`src/rtl/core/e2c_pkg.sv`:
```
package e2c_pkg;

    localparam int NUM_STG = 10;
    localparam int SECS_W  = 32;
    localparam int RES_W   = 48;

    // seconds per day is 675 << 7, divided as (secs >> 7) / 675
    localparam logic [9:0]  DAY_DIV    = 10'd675;
    localparam logic [25:0] DAY_RECIP  = 26'd50903316;
    localparam logic [17:0] HOUR_RECIP = 18'd149130;
    localparam logic [11:0] SEC_HOUR   = 12'd3600;
    localparam logic [12:0] MIN_RECIP  = 13'd4369;
    localparam logic [5:0]  SEC_MIN    = 6'd60;
    localparam logic [15:0] CYC_RECIP  = 16'd45933;
    localparam logic [10:0] DAYS_CYC   = 11'd1461;

    // day count from 1968-01-01, with a phantom feb 29 inserted in 2100
    localparam logic [15:0] EPOCH_OFFSET = 16'd731;
    localparam logic [15:0] SKIP_DAY     = 16'd47541;
    localparam logic [15:0] WDAY_OFFSET  = 16'd4;
    localparam logic [7:0]  YEAR_BASE    = 8'd68;
    localparam logic [7:0]  YEAR_2100    = 8'd200;
    localparam logic [8:0]  LEAP_DAY     = 9'd59;
    localparam logic [10:0] YEAR1_START  = 11'd366;
    localparam logic [10:0] YEAR2_START  = 11'd731;
    localparam logic [10:0] YEAR3_START  = 11'd1096;

    typedef struct packed {
        logic [5:0] second;
        logic [5:0] minute;
        logic [4:0] hour;
        logic [2:0] weekday;
        logic [7:0] years_since_1900;
        logic [8:0] day_of_year;
        logic [3:0] month;
        logic [4:0] day_of_month;
    } cal_t;

    function automatic logic [8:0] month_start(input logic leap, input logic [3:0] mon);
        logic [8:0] base;
        case (mon)
            4'd0:    base = 9'd0;
            4'd1:    base = 9'd31;
            4'd2:    base = 9'd59;
            4'd3:    base = 9'd90;
            4'd4:    base = 9'd120;
            4'd5:    base = 9'd151;
            4'd6:    base = 9'd181;
            4'd7:    base = 9'd212;
            4'd8:    base = 9'd243;
            4'd9:    base = 9'd273;
            4'd10:   base = 9'd304;
            4'd11:   base = 9'd334;
            default: base = 9'd0;
        endcase
        return (leap && (mon >= 4'd2)) ? base + 9'd1 : base;
    endfunction

endpackage

```
`src/rtl/core/e2c_path.sv`:
```
module e2c_path
    import e2c_pkg::*;
(
    input  logic              aclk,
    input  logic [NUM_STG-1:0] en,
    input  logic [SECS_W-1:0] secs,
    output cal_t              res
);

    logic [24:0] st1_s7_reg, st1_s7_next;
    logic [6:0]  st1_lo_reg, st1_lo_next;
    logic [15:0] st1_q_reg, st1_q_next;
    logic [50:0] prod_day;

    logic [15:0] st2_q_reg, st2_q_next;
    logic [10:0] st2_r_reg, st2_r_next;
    logic [6:0]  st2_lo_reg, st2_lo_next;
    logic [24:0] diff_day;

    logic [15:0] st3_days_reg, st3_days_next;
    logic [16:0] st3_clock_reg, st3_clock_next;
    logic [10:0] rfix_day;

    logic [16:0] st4_clock_reg, st4_clock_next;
    logic [4:0]  st4_hest_reg, st4_hest_next;
    logic [15:0] st4_d2_reg, st4_d2_next;
    logic [2:0]  st4_wday_reg, st4_wday_next;
    logic [34:0] prod_hour;
    logic [15:0] wd_x;
    logic [5:0]  wd_s1;
    logic [3:0]  wd_s2;

    logic [4:0]  st5_hest_reg, st5_hest_next;
    logic [12:0] st5_hr_r_reg, st5_hr_r_next;
    logic [15:0] st5_d2_reg, st5_d2_next;
    logic [5:0]  st5_cest_reg, st5_cest_next;
    logic [2:0]  st5_wday_reg, st5_wday_next;
    logic [16:0] diff_hour;
    logic [31:0] prod_cyc;

    logic [4:0]  st6_hour_reg, st6_hour_next;
    logic [11:0] st6_rem_reg, st6_rem_next;
    logic [5:0]  st6_cest_reg, st6_cest_next;
    logic [11:0] st6_cyc_r_reg, st6_cyc_r_next;
    logic [2:0]  st6_wday_reg, st6_wday_next;
    logic [12:0] rfix_hour;
    logic [15:0] diff_cyc;

    logic [4:0]  st7_hour_reg, st7_hour_next;
    logic [11:0] st7_rem_reg, st7_rem_next;
    logic [5:0]  st7_mest_reg, st7_mest_next;
    logic [5:0]  st7_cyc_reg, st7_cyc_next;
    logic [10:0] st7_cr_reg, st7_cr_next;
    logic [2:0]  st7_wday_reg, st7_wday_next;
    logic [24:0] prod_min;
    logic [11:0] rfix_cyc;

    logic [4:0]  st8_hour_reg, st8_hour_next;
    logic [2:0]  st8_wday_reg, st8_wday_next;
    logic [6:0]  st8_min_r_reg, st8_min_r_next;
    logic [5:0]  st8_mest_reg, st8_mest_next;
    logic [7:0]  st8_years_reg, st8_years_next;
    logic        st8_leap_reg, st8_leap_next;
    logic [8:0]  st8_yday_reg, st8_yday_next;
    logic [11:0] diff_min;
    logic [1:0]  yi;
    logic [10:0] yrem;

    logic [4:0]  st9_hour_reg, st9_hour_next;
    logic [2:0]  st9_wday_reg, st9_wday_next;
    logic [7:0]  st9_years_reg, st9_years_next;
    logic [5:0]  st9_minute_reg, st9_minute_next;
    logic [5:0]  st9_second_reg, st9_second_next;
    logic        st9_leap_reg, st9_leap_next;
    logic [8:0]  st9_yfake_reg, st9_yfake_next;
    logic [8:0]  st9_yday_reg, st9_yday_next;
    logic [3:0]  st9_month_reg, st9_month_next;
    logic [6:0]  rfix_min;

    cal_t        st10_reg, st10_next;
    logic [8:0]  dom_full;

    // days and seconds of day
    always_comb begin
        st1_s7_next = secs[31:7];
        st1_lo_next = secs[6:0];
        prod_day    = 51'(secs[31:7]) * 51'(DAY_RECIP);
        st1_q_next  = prod_day[50:35];
    end

    always_comb begin
        diff_day    = st1_s7_reg - 25'(st1_q_reg) * 25'(DAY_DIV);
        st2_q_next  = st1_q_reg;
        st2_r_next  = diff_day[10:0];
        st2_lo_next = st1_lo_reg;
    end

    always_comb begin
        if (st2_r_reg >= 11'(DAY_DIV)) begin
            st3_days_next = st2_q_reg + 16'd1;
            rfix_day      = st2_r_reg - 11'(DAY_DIV);
        end else begin
            st3_days_next = st2_q_reg;
            rfix_day      = st2_r_reg;
        end
        st3_clock_next = {rfix_day[9:0], st2_lo_reg};
    end

    // hour estimate, weekday, shifted day count
    always_comb begin
        prod_hour      = 35'(st3_clock_reg) * 35'(HOUR_RECIP);
        st4_hest_next  = prod_hour[33:29];
        st4_clock_next = st3_clock_reg;
        st4_d2_next    = st3_days_reg + EPOCH_OFFSET
                         + ((st3_days_reg >= SKIP_DAY) ? 16'd1 : 16'd0);
        wd_x  = st3_days_reg + WDAY_OFFSET;
        wd_s1 = 6'(wd_x[2:0]) + 6'(wd_x[5:3]) + 6'(wd_x[8:6])
                + 6'(wd_x[11:9]) + 6'(wd_x[14:12]) + 6'(wd_x[15]);
        wd_s2 = 4'(wd_s1[5:3]) + 4'(wd_s1[2:0]);
        st4_wday_next = (wd_s2 >= 4'd7) ? 3'(wd_s2 - 4'd7) : wd_s2[2:0];
    end

    always_comb begin
        diff_hour     = st4_clock_reg - 17'(st4_hest_reg) * 17'(SEC_HOUR);
        st5_hr_r_next = diff_hour[12:0];
        st5_hest_next = st4_hest_reg;
        prod_cyc      = 32'(st4_d2_reg) * 32'(CYC_RECIP);
        st5_cest_next = prod_cyc[31:26];
        st5_d2_next   = st4_d2_reg;
        st5_wday_next = st4_wday_reg;
    end

    always_comb begin
        if (st5_hr_r_reg >= 13'(SEC_HOUR)) begin
            st6_hour_next = st5_hest_reg + 5'd1;
            rfix_hour     = st5_hr_r_reg - 13'(SEC_HOUR);
        end else begin
            st6_hour_next = st5_hest_reg;
            rfix_hour     = st5_hr_r_reg;
        end
        st6_rem_next   = rfix_hour[11:0];
        diff_cyc       = st5_d2_reg - 16'(st5_cest_reg) * 16'(DAYS_CYC);
        st6_cyc_r_next = diff_cyc[11:0];
        st6_cest_next  = st5_cest_reg;
        st6_wday_next  = st5_wday_reg;
    end

    always_comb begin
        prod_min      = 25'(st6_rem_reg) * 25'(MIN_RECIP);
        st7_mest_next = prod_min[23:18];
        st7_rem_next  = st6_rem_reg;
        st7_hour_next = st6_hour_reg;
        st7_wday_next = st6_wday_reg;
        if (st6_cyc_r_reg >= 12'(DAYS_CYC)) begin
            st7_cyc_next = st6_cest_reg + 6'd1;
            rfix_cyc     = st6_cyc_r_reg - 12'(DAYS_CYC);
        end else begin
            st7_cyc_next = st6_cest_reg;
            rfix_cyc     = st6_cyc_r_reg;
        end
        st7_cr_next = rfix_cyc[10:0];
    end

    // minute remainder and year within the four year cycle
    always_comb begin
        diff_min       = st7_rem_reg - 12'(st7_mest_reg) * 12'(SEC_MIN);
        st8_min_r_next = diff_min[6:0];
        st8_mest_next  = st7_mest_reg;
        st8_hour_next  = st7_hour_reg;
        st8_wday_next  = st7_wday_reg;
        if (st7_cr_reg < YEAR1_START) begin
            yi   = 2'd0;
            yrem = st7_cr_reg;
        end else if (st7_cr_reg < YEAR2_START) begin
            yi   = 2'd1;
            yrem = st7_cr_reg - YEAR1_START;
        end else if (st7_cr_reg < YEAR3_START) begin
            yi   = 2'd2;
            yrem = st7_cr_reg - YEAR2_START;
        end else begin
            yi   = 2'd3;
            yrem = st7_cr_reg - YEAR3_START;
        end
        st8_leap_next  = (yi == 2'd0);
        st8_yday_next  = yrem[8:0];
        st8_years_next = YEAR_BASE + {st7_cyc_reg, 2'b00} + 8'(yi);
    end

    always_comb begin
        if (st8_min_r_reg >= 7'(SEC_MIN)) begin
            st9_minute_next = st8_mest_reg + 6'd1;
            rfix_min        = st8_min_r_reg - 7'(SEC_MIN);
        end else begin
            st9_minute_next = st8_mest_reg;
            rfix_min        = st8_min_r_reg;
        end
        st9_second_next = rfix_min[5:0];
        st9_hour_next   = st8_hour_reg;
        st9_wday_next   = st8_wday_reg;
        st9_years_next  = st8_years_reg;
        st9_leap_next   = st8_leap_reg;
        st9_yfake_next  = st8_yday_reg;
        // 2100 carries a phantom feb 29
        if ((st8_years_reg == YEAR_2100) && (st8_yday_reg > LEAP_DAY)) begin
            st9_yday_next = st8_yday_reg - 9'd1;
        end else begin
            st9_yday_next = st8_yday_reg;
        end
        st9_month_next = 4'd0;
        for (int m = 1; m < 12; m++) begin
            if (st8_yday_reg >= month_start(st8_leap_reg, 4'(m))) begin
                st9_month_next = st9_month_next + 4'd1;
            end
        end
    end

    always_comb begin
        dom_full = st9_yfake_reg - month_start(st9_leap_reg, st9_month_reg) + 9'd1;
        st10_next.second           = st9_second_reg;
        st10_next.minute           = st9_minute_reg;
        st10_next.hour             = st9_hour_reg;
        st10_next.weekday          = st9_wday_reg;
        st10_next.years_since_1900 = st9_years_reg;
        st10_next.day_of_year      = st9_yday_reg;
        st10_next.month            = st9_month_reg;
        st10_next.day_of_month     = dom_full[4:0];
    end

    always_ff @(posedge aclk) begin
        if (en[0]) begin
            st1_s7_reg <= st1_s7_next;
            st1_lo_reg <= st1_lo_next;
            st1_q_reg  <= st1_q_next;
        end
        if (en[1]) begin
            st2_q_reg  <= st2_q_next;
            st2_r_reg  <= st2_r_next;
            st2_lo_reg <= st2_lo_next;
        end
        if (en[2]) begin
            st3_days_reg  <= st3_days_next;
            st3_clock_reg <= st3_clock_next;
        end
        if (en[3]) begin
            st4_clock_reg <= st4_clock_next;
            st4_hest_reg  <= st4_hest_next;
            st4_d2_reg    <= st4_d2_next;
            st4_wday_reg  <= st4_wday_next;
        end
        if (en[4]) begin
            st5_hest_reg <= st5_hest_next;
            st5_hr_r_reg <= st5_hr_r_next;
            st5_d2_reg   <= st5_d2_next;
            st5_cest_reg <= st5_cest_next;
            st5_wday_reg <= st5_wday_next;
        end
        if (en[5]) begin
            st6_hour_reg  <= st6_hour_next;
            st6_rem_reg   <= st6_rem_next;
            st6_cest_reg  <= st6_cest_next;
            st6_cyc_r_reg <= st6_cyc_r_next;
            st6_wday_reg  <= st6_wday_next;
        end
        if (en[6]) begin
            st7_hour_reg <= st7_hour_next;
            st7_rem_reg  <= st7_rem_next;
            st7_mest_reg <= st7_mest_next;
            st7_cyc_reg  <= st7_cyc_next;
            st7_cr_reg   <= st7_cr_next;
            st7_wday_reg <= st7_wday_next;
        end
        if (en[7]) begin
            st8_hour_reg  <= st8_hour_next;
            st8_wday_reg  <= st8_wday_next;
            st8_min_r_reg <= st8_min_r_next;
            st8_mest_reg  <= st8_mest_next;
            st8_years_reg <= st8_years_next;
            st8_leap_reg  <= st8_leap_next;
            st8_yday_reg  <= st8_yday_next;
        end
        if (en[8]) begin
            st9_hour_reg   <= st9_hour_next;
            st9_wday_reg   <= st9_wday_next;
            st9_years_reg  <= st9_years_next;
            st9_minute_reg <= st9_minute_next;
            st9_second_reg <= st9_second_next;
            st9_leap_reg   <= st9_leap_next;
            st9_yfake_reg  <= st9_yfake_next;
            st9_yday_reg   <= st9_yday_next;
            st9_month_reg  <= st9_month_next;
        end
        if (en[9]) begin
            st10_reg <= st10_next;
        end
    end

    assign res = st10_reg;

endmodule

```
`src/rtl/core/epoch_seconds_to_calendar.sv`:
```
// unsigned 32-bit seconds since 1970-01-01 00:00 utc to broken-down utc time
// input stream s_*: s_tdata carries the seconds count, one word per timestamp
// result stream m_*: one calendar word for every input word, in order
// ten register stages: a word accepted into the first stage moves through
// every later stage in order before it shows on m_tdata; the stage count is set
// by the chained constant-reciprocal divides, each a multiply, a subtract and
// a one-step remainder correction in the stage after it
// throughput is one word per cycle while m_tready stays high, since every
// stage takes a new word each cycle
// every stage has its own valid bit; a stage loads whenever it is empty or
// the stage after it moves, so bubbles close up while m_tready is low and
// s_tready drops only once all ten stages hold words
// a stalled result holds on m_tdata until taken, nothing is lost or repeated
// aresetn low clears all valid bits; words in flight are dropped
// gregorian leap rules apply; the largest input gives 2106-02-07 06:28:15
module epoch_seconds_to_calendar
    import e2c_pkg::*;
(
    input  logic              aclk,
    input  logic              aresetn,
    input  logic              s_tvalid,
    output logic              s_tready,
    input  logic [SECS_W-1:0] s_tdata,  // seconds_since_epoch[31:0]
    output logic              m_tvalid,
    input  logic              m_tready,
    output logic [RES_W-1:0]  m_tdata   // second[5:0], minute[11:6], hour[16:12],
                                        // weekday[19:17], years_since_1900[27:20],
                                        // day_of_year[36:28], month[40:37],
                                        // day_of_month[45:41], zero[47:46]
);

    logic [NUM_STG-1:0] vld_reg, vld_next;
    logic [NUM_STG-1:0] en;
    cal_t               res;

    always_comb begin
        en[NUM_STG-1] = !vld_reg[NUM_STG-1] || m_tready;
        for (int i = NUM_STG - 2; i >= 0; i--) begin
            en[i] = !vld_reg[i] || en[i+1];
        end
        vld_next[0] = en[0] ? s_tvalid : vld_reg[0];
        for (int i = 1; i < NUM_STG; i++) begin
            vld_next[i] = en[i] ? vld_reg[i-1] : vld_reg[i];
        end
    end

    always_ff @(posedge aclk) begin
        if (!aresetn) begin
            vld_reg <= '0;
        end else begin
            vld_reg <= vld_next;
        end
    end

    e2c_path u_path (
        .aclk (aclk),
        .en   (en),
        .secs (s_tdata),
        .res  (res)
    );

    assign s_tready = en[0];
    assign m_tvalid = vld_reg[NUM_STG-1];
    assign m_tdata  = {2'b00, res.day_of_month, res.month, res.day_of_year,
                       res.years_since_1900, res.weekday, res.hour, res.minute,
                       res.second};

endmodule

```
`config.mk`:
```
export PLATFORM = sky130hd
export DESIGN_NAME = epoch_seconds_to_calendar
export DESIGN_NICKNAME = d
export VERILOG_FILES = /design/src/rtl/core/e2c_pkg.sv /design/src/rtl/core/e2c_path.sv /design/src/rtl/core/epoch_seconds_to_calendar.sv
export SDC_FILE = /design/constraint.sdc
export NUM_CORES = 2
export LEC_CHECK = 0
export ABC_AREA = 1
export BUFFER_PORTS_ARGS = -buffer_cell sky130_fd_sc_hd__buf_2
export CAP_MARGIN = 20
export CORE_UTILIZATION = 40
export CTS_CLUSTER_DIAMETER = 200
export DETAILED_ROUTE_END_ITERATION = 7
export GPL_ROUTABILITY_DRIVEN = 0
export SYNTH_ARGS = -nofsm -noshare
export SYNTH_HDL_FRONTEND = slang
export SYNTH_HIERARCHICAL = 1
export SYNTH_SLANG_ARGS = --single-unit
```
`constraint.sdc`:
```
create_clock -name aclk -period 18.1 [get_ports aclk]
set_input_delay 3.62 -clock aclk [delete_from_list [all_inputs] [get_ports aclk]]
set_output_delay 3.62 -clock aclk [all_outputs]
set_load 0.02 [all_outputs]
```
# Yosys cells after proc, flatten, opt, wreduce, memory -nomap -nowiden
# Memories as Yosys holds them, arrays and structs flattened. A register that Yosys moved wholly into a read port is not among the register bits.
# Index checks and enable logic that the tools add are counted.
word_totals:
  regBits: 395
  romBits: 144
  in_bits: 36
  output_inout_bits: 50
  mem_count: 1
mem_list:
  columns: ["memory", "depth", "width", "read_ports", "rd_clocked_by_memory_dff", "wr", "line_no", "rtl"]
  rows:
  - ["(no name shown)", 16, 9, 1, 1, 0, "e2c_pkg.sv:41", "case (mon)"]
classes:
  add_sub_neg: 41
  n_mul: 8
  order_cmp: 22
  n_eq_ne: 1
  muxes: 40
  n_reduce_logical: 23
ops:
  columns: ["cell", "count"]
  rows:
  - ["$mul 25x24->49 const B", 1]
  - ["$mux 4", 12]
  - ["$add 4x1->4 const B", 9]
  - ["$ge 9x8->1", 4]
  - ["$mux 9", 4]
  - ["$mul 17x17->33 const B", 1]
  - ["$mul 16x16->32 const B", 1]
  - ["$ge 9x9->1", 3]
  - ["$mul 12x13->24 const B", 1]
  - ["$add 6x3->6", 3]
  - ["$ge 9x7->1", 2]
  - ["$mux 6", 3]
  - ["$add 16x1->16 const B", 1]
  - ["$add 16x10->16 const B", 1]
  - ["$add 16x16->16", 1]
  - ["$add 16x3->16 const B", 1]
  - ["$ge 16x16->1 const B", 1]
  - ["$mul 16x10->11 const B", 1]
  - ["$mux 16", 1]
  - ["$add 5x1->5 const B", 3]
  - ["$ge 13x12->1 const B", 1]
  - ["$sub 13x13->13", 1]
  - ["$add 6x1->6 const B", 2]
  - ["$ge 12x11->1 const B", 1]
  - ["other kinds (43)", 76]

# Logic depth before layout (Yosys ltp)
depth:
  word_depth: 23
  ltp_mapped: 48
  ltp_nobuf: 48

# Cells and area by module
# Netlist, hierarchy kept.
modules_own_cells:
  columns: ["module", "instances", "cells_each", "area_per_inst_um2"]
  rows:
  - ["e2c_path", 1, 3632, 38876.0]
  - ["epoch_seconds_to_calendar", 1, 47, 420.4]

# Least setup slack after synthesis
# No wires, ideal clock.
synth_path:
  path_type: "input-to-output"
  from: "in m_tready"
  to: "out s_tready"
  arrival_ns: 6.256
  path_slack_ns: 8.224
  path_stages: 6
  path_buffers: 0
  path_cell_list: "inv_2 -> nand3_2 -> nor2_4 -> nand4_4 -> nor2_4 -> nand4_2"
synth_via:
  elab_chain_len: 10
synth_lines:
  columns: ["item", "line_no", "rtl"]
  rows:
  - ["start: declaration", "epoch_seconds_to_calendar.sv:25", "input logic m_tready,"]
  - ["$logic_or 1x1->1", "epoch_seconds_to_calendar.sv:37", "en[NUM_STG-1] = !vld_reg[NUM_STG-1] || m_tready;"]
  - ["$logic_or 1x1->1", "epoch_seconds_to_calendar.sv:39", "en[i] = !vld_reg[i] || en[i+1];"]
  - ["named net en[8]", "epoch_seconds_to_calendar.sv:33", "logic [NUM_STG-1:0] en;"]
  - ["$logic_or 1x1->1 (4 in a row)", "epoch_seconds_to_calendar.sv:39", null]
  - ["named net en[4]", "epoch_seconds_to_calendar.sv:33", null]
  - ["$logic_or 1x1->1 (4 in a row)", "epoch_seconds_to_calendar.sv:39", null]
  - ["end: declaration", "epoch_seconds_to_calendar.sv:22", "output logic s_tready,"]
# The timed path passes the listed nets, and every way through them passes these cells.

# Final worst setup path
# Same ends and word-level chain as after synthesis.

==> results.py <==
metrics = {
    "run_status": {
        "status": "complete, but fails checks",
        "violations": "design-rule violations",
    },
    "sta": {
        "max_freq_mhz": 102,
        "period_needed_ps": 9760,
        "max_slew.worst_pin.slew_ps": 1020,
        "final_max_slew_viol_count": 0,
        "rsz0062_at_grt": "no",
        "setup_viol": 0,
        "maxSlewHeadroom": 0.317,
        "tns_ps": 0,
        "skew_ps": 58.9,
        "min_period_over_period": 0.539,
        "hold_violations": 0,
    },
    "setup_path": {
        "crit_arrival_ps": 6140,
        "cpLargestDelayFamily": "simple AND/OR/NAND/NOR gates",
        "critPathCapture": "s_tready",
        "cp_max_fo": 58,
        "cp_data_required_time_ps": 14480,
        "end_kind": "output pin",
        "crit_path_max_incr_delay_ps": 600,
        "critical_path_class": "primary input to output pin",
        "reg2reg_setup_slack_ps": 10710,
        "crit_cells": 10,
        "worst_setup_path_start_kind": "primary input",
        "r2r_start": "u_path/st8_yday_reg[1]$_DFFE_PP_",
        "cp_slowest_cell": "nand4_4",
        "crit_start": "m_tready",
        "reg2regPathDepth": 46,
        "cp.buffers_inverters": 5,
        "path_cells": "buf_2 > inv_2 > nand3_2 > buf_4 > nor2_4 > nand4_4 > nor2_4 > nand4_4 > buf_4 > buf_2",
    },
    "hold_path": {
        "hp-class": "flop to flop",
    },
    "clock_tree": {
        "cts_tree": "yes",
        "cts_max_level": 2,
        "cts_root_buf": "clkbuf_16",
        "clock_latency_ps": 580,
        "cts.sinks": 400,
        "clockBufferDepth": 3,
        "path_clk_slew_ps": 70,
        "cts_resized": 0,
        "cts.hold.buffers_added": 0,
        "cts_setup_buffers": 0,
        "cts_buffers": 44,
    },
    "final_layout": {
        "stdcell_count": 5114,
        "finalCoreUtilization": 0.441,
        "final_cell_area_um2": 42800,
        "largest_reg_flops": 46,
        "final_layout_size_suffix_gt1_frac": 0.0646,
        "fin_nets": 4973,
        "syn_to_final_growth_pct": 8.93,
    },
    "logic_synthesis": {
        "ys_warn_count": 6,
        "netlist_top_cells_area": "edfxtp_1 (29%), ha_1 (24%), fa_1 (19%), inv_1 (7.9%), nand2_1 (3.3%)",
        "synth.most_common_cell": "inv_1",
        "synth_top_cell_by_area": "edfxtp_1",
        "synth.top_cell.area_share": 0.294,
        "synth.top_cells.by_count": "inv_1 (823), ha_1 (769), edfxtp_1 (385), fa_1 (364), nand2_1 (348)",
        "synth_edf_count": 385,
        "synth_seq_area_share": 0.302,
        "synth_ff_type": "edfxtp_1",
        "synthCells": 3679,
        "synth_seq_cells": 400,
        "synthArstFlopShare": 0,
        "netlist-cell-type-count": 60,
        "postSynthAreaPerCell_um2": 10.7,
        "syn_area_um2": 39300,
    },
    "global_route": {
        "grt_pass1_vias": 24800,
        "met2_usage": 0.264,
        "grt_max_degree": 59,
        "met3_usage": 0.0158,
        "grt_usage": 0.150,
        "antenna_found_initial": 2,
        "grt_pass1_wl_um": 121000,
        "grtUsageMet1": 0.198,
        "grt.overflow.total": 0,
        "busiest_layer": "met2",
    },
    "die": {
        "dieArea_um2": 99500,
        "start_util": 0.405,
        "core_um2": 97000,
        "rows": 114,
        "ios": 86,
        "die_h_um": 315,
        "die_w_um": 315,
    },
    "routing": {
        "drt_pass1_iterations": 8,
        "drt-initial-drc-count": 922,
        "detail_route.wl_per_cell_um": 14.1,
        "via_count": 24200,
        "vias_per_cell": 4.73,
        "final_antenna_net_count": 0,
        "routed_wl_um": 72100,
        "drc_errors": 20,
    },
    "placement": {
        "hpwl_um": 60300,
        "portBuffers": 83,
        "placedCellCount": 5033,
        "placed_area_um2": 41300,
    },
    "job": {
        "maxCapViolCount": 0,
    },
}
[metal layers]
layer  wire (µm)  part of all wire
met1       33900              0.47
met2       34600              0.48
met3        2130             0.030
met4        1440             0.020
met5           0                 0
[metrics by stage]
stage	hold slack [ps]	setup slack [ps]
after floorplan	400	8220
after global placement	402	8340
after detailed placement	405	8280
after CTS	404	8280
after global routing	414	8090
final	399	8340
[final cells by class]
| cell class | instances | area (µm²) |
|---|---|---|
| Inverter | 835 | 3140 |
| Clock inverter | 32 | 364 |
| Timing Repair Buffer | 92 | 495 |
| Multi-Input combinational cell | 2431 | 24200 |
| Sequential cell | 400 | 11900 |
| Tap cell | 1276 | 1600 |
| Clock buffer | 47 | 1120 |
| Fill cell | 9183 | 54200 |
| Antenna cell | 1 | 2.50 |
[kinds of logic after synthesis]
family                     share of synthesized area
adders and majority gates                      0.430
buffers and inverters                         0.0820
and+or+nand+nor                               0.0869
DFF                                            0.302
AOI/OAI and AO/OA                             0.0499
xor gates and xnor gates                      0.0475
muxes                                        0.00143
other                                      0.0000954
[worst min path at each step]
stage | startpoint | to | slack [ps] | cells after the start
4_1_cts | u_path/st6_hour_reg[4]$_DFFE_PP_ | u_path/st7_hour_reg[4]$_DFFE_PP_ | 400 | 0
5_1_grt | u_path/st6_hour_reg[4]$_DFFE_PP_ | u_path/st7_hour_reg[4]$_DFFE_PP_ | 410 | 0
2_1_floorplan | u_path/st9_yday_reg[1]$_DFFE_PP_ | u_path/res[10]$_DFFE_PP_ | 400 | 0
3_5_place_dp | u_path/st9_yday_reg[1]$_DFFE_PP_ | u_path/res[10]$_DFFE_PP_ | 400 | 0
3_3_place_gp | u_path/st9_second_reg[4]$_DFFE_PP_ | u_path/res[44]$_DFFE_PP_ | 400 | 0
6_report | u_path/st6_hour_reg[4]$_DFFE_PP_ | u_path/st7_hour_reg[4]$_DFFE_PP_ | 400 | 0
[placed cells by master (no fill, tap or decap), drive strengths merged, types with 82 or more instances in the layout]
| cell type | instances |
|---|---|
| ha | 769 |
| nor2 | 155 |
| nand2 | 374 |
| buf | 92 |
| a21oi | 175 |
| nand3 | 128 |
| edfxtp | 385 |
| xor2 | 139 |
| fa | 364 |
| o21ai | 82 |
| inv | 835 |
Power is left out: the tool's default activity adds up to more than one toggle a clock period on the data nets, which glitch-free logic cannot reach.
